==> src/design/lrs_pkg.sv <==
// Shared constants, widths and saturation helpers for the SGD trainer.
package lrs_pkg;

  localparam int MAX_FEATURES = 64;
  localparam int MAX_BATCH    = 256;

  localparam int FIDX_W  = (MAX_FEATURES > 1) ? $clog2(MAX_FEATURES) : 1;
  localparam int CNT_W   = FIDX_W + 1;
  localparam int BATCH_W = $clog2(MAX_BATCH + 1);

  localparam int LR_W   = 16;
  localparam int FC_W   = 7;
  localparam int DATA_W = 32;
  localparam int ACC_W  = 64;
  localparam int MEAN_W = 48;
  localparam int FRAC_W = 16;

  localparam logic [15:0] LR_RESET = 16'd655;
  localparam logic [6:0]  FC_RESET = 7'd64;

  // configuration register indexes
  localparam logic REG_LEARNING_RATE = 1'b0;
  localparam logic REG_FEATURE_COUNT = 1'b1;

  function automatic logic signed [63:0] sat_add64(input logic signed [63:0] a,
                                                   input logic signed [63:0] b);
    logic signed [63:0] s;
    s = a + b;
    if (a[63] == b[63] && s[63] != a[63]) begin
      sat_add64 = a[63] ? {1'b1, 63'd0} : {1'b0, {63{1'b1}}};
    end else begin
      sat_add64 = s;
    end
  endfunction

  function automatic logic signed [31:0] sat32(input logic signed [63:0] v);
    if (v > 64'sd2147483647) begin
      sat32 = 32'sh7FFFFFFF;
    end else if (v < -64'sd2147483648) begin
      sat32 = 32'sh80000000;
    end else begin
      sat32 = v[31:0];
    end
  endfunction

  function automatic logic signed [47:0] sat48(input logic signed [63:0] v);
    if (v > 64'sh00007FFFFFFFFFFF) begin
      sat48 = {1'b0, {47{1'b1}}};
    end else if (v < -64'sh0000800000000000) begin
      sat48 = {1'b1, 47'd0};
    end else begin
      sat48 = v[47:0];
    end
  endfunction

endpackage

==> src/design/lrs_div.sv <==
// Bit-serial signed divider: 64-bit accumulator by the unsigned sample count.
module lrs_div (
  input  logic                              clk,
  input  logic                              rst_n,
  input  logic                              start,
  input  logic signed [63:0]                dividend,
  input  logic [lrs_pkg::BATCH_W-1:0]       divisor,
  output logic                              done,
  output logic signed [63:0]                quotient
);
  import lrs_pkg::*;

  logic                busy_r;
  logic                done_r;
  logic [5:0]          cnt_r;
  logic                neg_r;
  logic [63:0]         quo_r;
  logic [BATCH_W-1:0]  rem_r;
  logic [BATCH_W-1:0]  div_r;
  logic [BATCH_W:0]    trial;
  logic                ge;
  logic [BATCH_W:0]    diff;

  assign trial = {rem_r, quo_r[63]};
  assign ge    = trial >= {1'b0, div_r};
  assign diff  = trial - {1'b0, div_r};

  always_ff @(posedge clk) begin
    if (!rst_n) begin
      busy_r <= 1'b0;
      done_r <= 1'b0;
      cnt_r  <= '0;
    end else begin
      done_r <= 1'b0;
      if (start) begin
        busy_r <= 1'b1;
        cnt_r  <= '0;
        neg_r  <= dividend[63];
        quo_r  <= dividend[63] ? 64'(-dividend) : 64'(dividend);
        rem_r  <= '0;
        div_r  <= divisor;
      end else if (busy_r) begin
        rem_r <= ge ? diff[BATCH_W-1:0] : trial[BATCH_W-1:0];
        quo_r <= {quo_r[62:0], ge};
        cnt_r <= cnt_r + 6'd1;
        if (cnt_r == 6'd63) begin
          busy_r <= 1'b0;
          done_r <= 1'b1;
        end
      end
    end
  end

  assign done     = done_r;
  assign quotient = neg_r ? -$signed(quo_r) : $signed(quo_r);

endmodule

==> config.mk <==
export PLATFORM = sky130hd
export DESIGN_NAME = lrs_div
export DESIGN_NICKNAME = d
export VERILOG_FILES = /design/src/design/lrs_pkg.sv /design/src/design/lrs_div.sv
export SDC_FILE = /design/constraint.sdc
export NUM_CORES = 1
export LEC_CHECK = 0
export BUFFER_PORTS_ARGS = -buffer_cell sky130_fd_sc_hd__buf_2
export CAP_MARGIN = 0
export CORE_ASPECT_RATIO = 0.8
export CORE_MARGIN = 2
export CORE_UTILIZATION = 43
export DETAILED_ROUTE_END_ITERATION = 12
export HOLD_SLACK_MARGIN = 0.06
export MAX_ROUTING_LAYER = met4
export PLACE_DENSITY = 0.65
export SETUP_SLACK_MARGIN = 0.05
export SYNTH_ARGS = -nofsm -noshare
export SYNTH_HDL_FRONTEND = slang
export SYNTH_SLANG_ARGS = --single-unit
==> constraint.sdc <==
create_clock -name clk -period 3.8 [get_ports clk]
set_clock_uncertainty 0.05 [all_clocks]
set_input_delay 0.38 -clock clk [delete_from_list [all_inputs] [get_ports clk]]
set_output_delay 0.38 -clock clk [all_outputs]
set_load 0.02 [all_outputs]
Word-level counts from Yosys, hierarchy flattened
Index checks and enable logic that the tools add are counted.
{ "totals": {"register_bits": 91, "inputBits": 76, "output_inout_bits": 65, "wordCells": 30} }
{ "op_classes": {"add_sub_neg": 4, "order_cmp": 1, "eq_ne": 1, "mux": 10, "bitwise_logic": 2, "reduce_logical": 5} }
{ "op_table": {"columns": ["operator", "count"], "rows": [
  ["two-way mux 64 bit", 4],
  ["negator 64 bit", 2],
  ["two-way mux 9 bit", 2],
  [">= comparator 10 x 9 -> 1 bit", 1],
  ["subtractor 9 bit", 1],
  ["adder 6 x 1 -> 6 bit (second input constant)", 1],
  ["== test 6 bit (second input constant)", 1],
  ["two-way mux 1 bit", 4],
  ["AND reduction 2 bit", 2],
  ["OR reduction 3 bit", 1],
  ["inverter 1 bit", 2],
  ["nonzero test 2 bit", 1],
  ["OR reduction 2 bit", 1]
]} }

Longest topological paths before layout
{ "logic_depth": {"ltp_word": 4, "mapped_depth": 11, "depth_no_buf": 10} }

Worst setup path before layout
OpenSTA, ideal clock, no wires.
{ "synth_timing": {"path_type": "flip-flop to output port", "startpoint": "reg quo_r[52]", "endpoint": "out quotient[63]", "arrival_ns": 2.589, "required_ns": 3.370, "path_slack_ns": 0.781, "stages_incl_launch_ff": 7, "n_path_buf": 0, "cell_sequence": "edfxtp_1 > or4_4 > or4_4 > or4_1 > or2_1 > o31ai_2 > xnor2_1"} }
{ "synth_between": {"elab_chain_cells": 2} }
{ "synth_rtl": {"columns": ["item", "line_no", "source"], "rows": [
  ["start, declared", "lrs_div.sv:17", "logic [63:0] quo_r;"],
  ["start signal, assigned", "lrs_div.sv:39", "quo_r <= dividend[63] ? 64'(-dividend) : 64'(dividend);"],
  ["start signal, assigned", "lrs_div.sv:44", "quo_r <= {quo_r[62:0], ge};"],
  ["negator 64 bit", "lrs_div.sv:55", "assign quotient = neg_r ? -$signed(quo_r) : $signed(quo_r);"],
  ["two-way mux 64 bit", "lrs_div.sv:55", null],
  ["end, declared", "lrs_div.sv:9", "output logic signed [63:0] quotient"]
]} }
Every way passes these cells.

Final worst setup path
{ "layout_timing": {"startpoint": "reg quo_r[50]", "endpoint": "out quotient[63]"} }
The elaborated chain is that of the path after synthesis.

==> impl_metrics.toml <==
[layout]
layoutNonFillerInstCount = 1075
area_growth_syn_to_layout_pct = 18.7
layout_common_cells = "sky130_fd_sc_hd__buf_2 (139), sky130_fd_sc_hd__nor2_1 (91), sky130_fd_sc_hd__edfxtp_1 (83)"
layout_utilization_pct = 52.6
fin_nets = 949
leading_cell_type_in_the_layout_fill_and_taps_excluded = "sky130_fd_sc_hd__buf_2"
antenna-diode-count = 0
layout-drive-gt1-share_pct = 21.4

[floorplan]
dieHeight_um = 116
initial_utilization_pct = 44.3
boundaryPins = 141
die_area_mm2 = 0.0166
chipWidth_um = 144
placement_rows = 40
placeableCoreArea_mm2 = 0.0151

[cts]
post_cts_hold_buffer_count = 0
tritoncts = "yes"
htreeDepth = 3
clkSlewWorstSetupHoldPaths_ns = 0.07
cts_made_buffers = 9
clock-root-buffer = "sky130_fd_sc_hd__clkbuf_16"
clkSinkCount = 91
post_cts_repair_setup_buffers = 0
cts_repair_resize_count = 0
clk-insertion-delay-late_ns = 0.34
cts-root-to-sink-buffers = 2

[sta]
final_max_slew_viol_count = 0
fmaxAchievable_mhz = 281
final.period_utilization_pct = 93.7
grt_setup_unrepaired = "no"
setup-violations-final = 0
worst_slew_pin_slew_ns = 1.15
fin_ws_ns = 0.241
relSlewSlack_pct = 23.2
hold_viol = 0
finalWorstPathRequiredPeriod_ns = 3.56
setup_total_negative_slack_ns = 0

[global_route]
grt_antenna_before_repair = 0
globalRouteTotalUtil_pct = 22.7
grt_first_pass_wirelength_um = 28500
via_count_of_the_first_global_routing_pass = 5337
grt_max_degree = 65
gr-total-overflow = 0

[route]
detail_route.wirelength_um = 18300
route.vias.total = 6018
drc = 0
residual_antenna_violating_net_count_after_detailed_routing = 0
detailedRoute.firstIterationViolations = 537
detail_route.wl_per_cell_um = 17.0
dr.pass1.iters = 5
route.detailed.vias_per_inst = 5.60

[critical_path]
crit_slowest_cell = "sky130_fd_sc_hd__or4_4"
endpoint_kind = "output port"
timing.critical_path.required_ns = 3.37
startpoint_type = "flip-flop"
crit_fanout = 5
timing.critical_path.arrival_ns = 3.13
critical_path.cell_chain = "or4_4 -> or4_4 -> or4_1 -> or2_1 -> o31ai_2 -> xnor2_1 -> buf_2"
criticalPathCategory = "reg -> out"
crit_top_cell = "sky130_fd_sc_hd__or4_4"
worst_path_largest_cell_delay_ns = 0.54

[hold_path]
min_path_type = "in -> reg"

[yosys]
ys_seq_area_share_pct = 39.6
synth_area_mm2 = 0.00670
average_instance_area_after_synthesis_um2 = 9.18
count_of_distinct_cell_types_in_the_synthesized_netlist = 49
synthCells = 730
syn_nets = 819
synth-warning-count = 0
asyncSetResetFlopFracSynth_pct = 0
ys_dominant_reg_cell = "sky130_fd_sc_hd__edfxtp_1"
synth-edff-count = 83
synth.ff_latch_count = 91

[power]
pwr_density_cell_mw_per_mm2 = 376
total_power_mw = 2.99
power.leakage_nw = 2.91
vdd_ir_drop_max_mv = 0.252

[placed_design]
number_of_input_and_output_port_buffers_inserted = 140
detailedPlacementHpwl_um = 13300
dpl_worst_slack_ns = 0.382
place_inst = 1059
globalplace.congestion = 0.885

[flow_run]
cap_violations = 0

[status]
outcome = "completed"
-- final timing paths --
path              depth (start not counted)           end  startpoint  slack, ns
setup / recovery                          7  quotient[63]   quo_r[50]       0.24
hold / removal                            1      div_r[3]  divisor[3]       0.16
setup reg to reg                         10      rem_r[4]   quo_r[63]       1.11
hold reg to reg                           2      cnt_r[5]    cnt_r[5]       0.46
-- area by class of cell --
class                      instances  area (um2)
inverter                          21        78.8
sequential                        91        2650
clock buffer                       9         225
clock inverter                     7        92.6
multi-input combinational        584        3840
timing repair buffer             153         801
fill                            1480        7160
tap                              210         263
-- per-layer routing --
layer / GRT usage [%] / part of all wire, % / vias up
met4: 3.14 / 0.58 / 0
li1: - / - / 2968
met5: - / 0 / -
met1: 35.0 / 49 / 2796
met2: 31.8 / 42 / 246
met3: 4.05 / 8.4 / 8
-- synthesized netlist by cell type, drive strengths merged, types with 2 or more instances --
master  number  area [um2]
ha          12         150
and4         2        17.5
xor2        64         561
o21ai       44         220
nor3        11        55.1
or4         16         128
nor2        91         342
dfxtp        8         160
nand4        9        56.3
a21oi       67         335
a31oi        2        12.5
a21boi       3        22.5
nand2       37         139
buf          4        18.8
mux2i        8        80.1
or3         23         145
nand4b       2        23.8
nand3       12        60.1
clkbuf      30         126
edfxtp      83        2490
o31ai       44         335
nor4b        2        30.0
or2          5        31.3
o21a         2        15.0
nand2b       5        31.3
nor4        14        87.6
o31a         2        17.5
nor2b        5        31.3
xnor2       65         569
nor3b        3        22.5
a211oi       2        15.0
nand3b       3        22.5
o41ai       22         193
inv         21        78.8
-- registers in the layout (all words and copies together), names as in the netlist --
register and flops:
quo_r 64, div_r 9, rem_r 9, cnt_r 6
busy_r 1, done 1, neg_r 1
-- critical path: cells and delay by family (launching register included) --
| family | cells | cell delay (ns) |
|---|---|---|
| XOR/XNOR | 1 | 0.15 |
| flip-flops | 1 | 0.48 |
| AND/OR/NAND/NOR | 4 | 1.71 |
| AO/OA/AOI/OAI | 1 | 0.26 |
| buffers and inverters | 1 | 0.18 |
-- power by group --
part	internal, mW	switching (mW)
clock network	0.574	0.398
registers	1.19	0.0794
logic	0.293	0.455
-- per-stage QoR --
stage | hold slack (ns) | area [um2]
after floorplan | 0.404 | 6700
after global placement | 0.432 | 7620
after CTS | 0.142 | 7940
final | 0.155 | 7950
after detailed placement | 0.443 | 7620
after global routing | 0.139 | 7950
-- kinds of logic (layout without fill, tap and decap cells) --
family | Yosys count | after routing | share of synthesized area [%]
and+or+nand+nor | 243 | 243 | 18.6
AOI/OAI and AO/OA | 190 | 190 | 17.7
xor gates and xnor gates | 129 | 129 | 16.9
DFF | 91 | 91 | 39.6
buffers and inverters | 55 | 190 | 3.34
adders and majority gates | 13 | 13 | 2.54
muxes | 9 | 9 | 1.36
(Power assumes the default switching activity.)
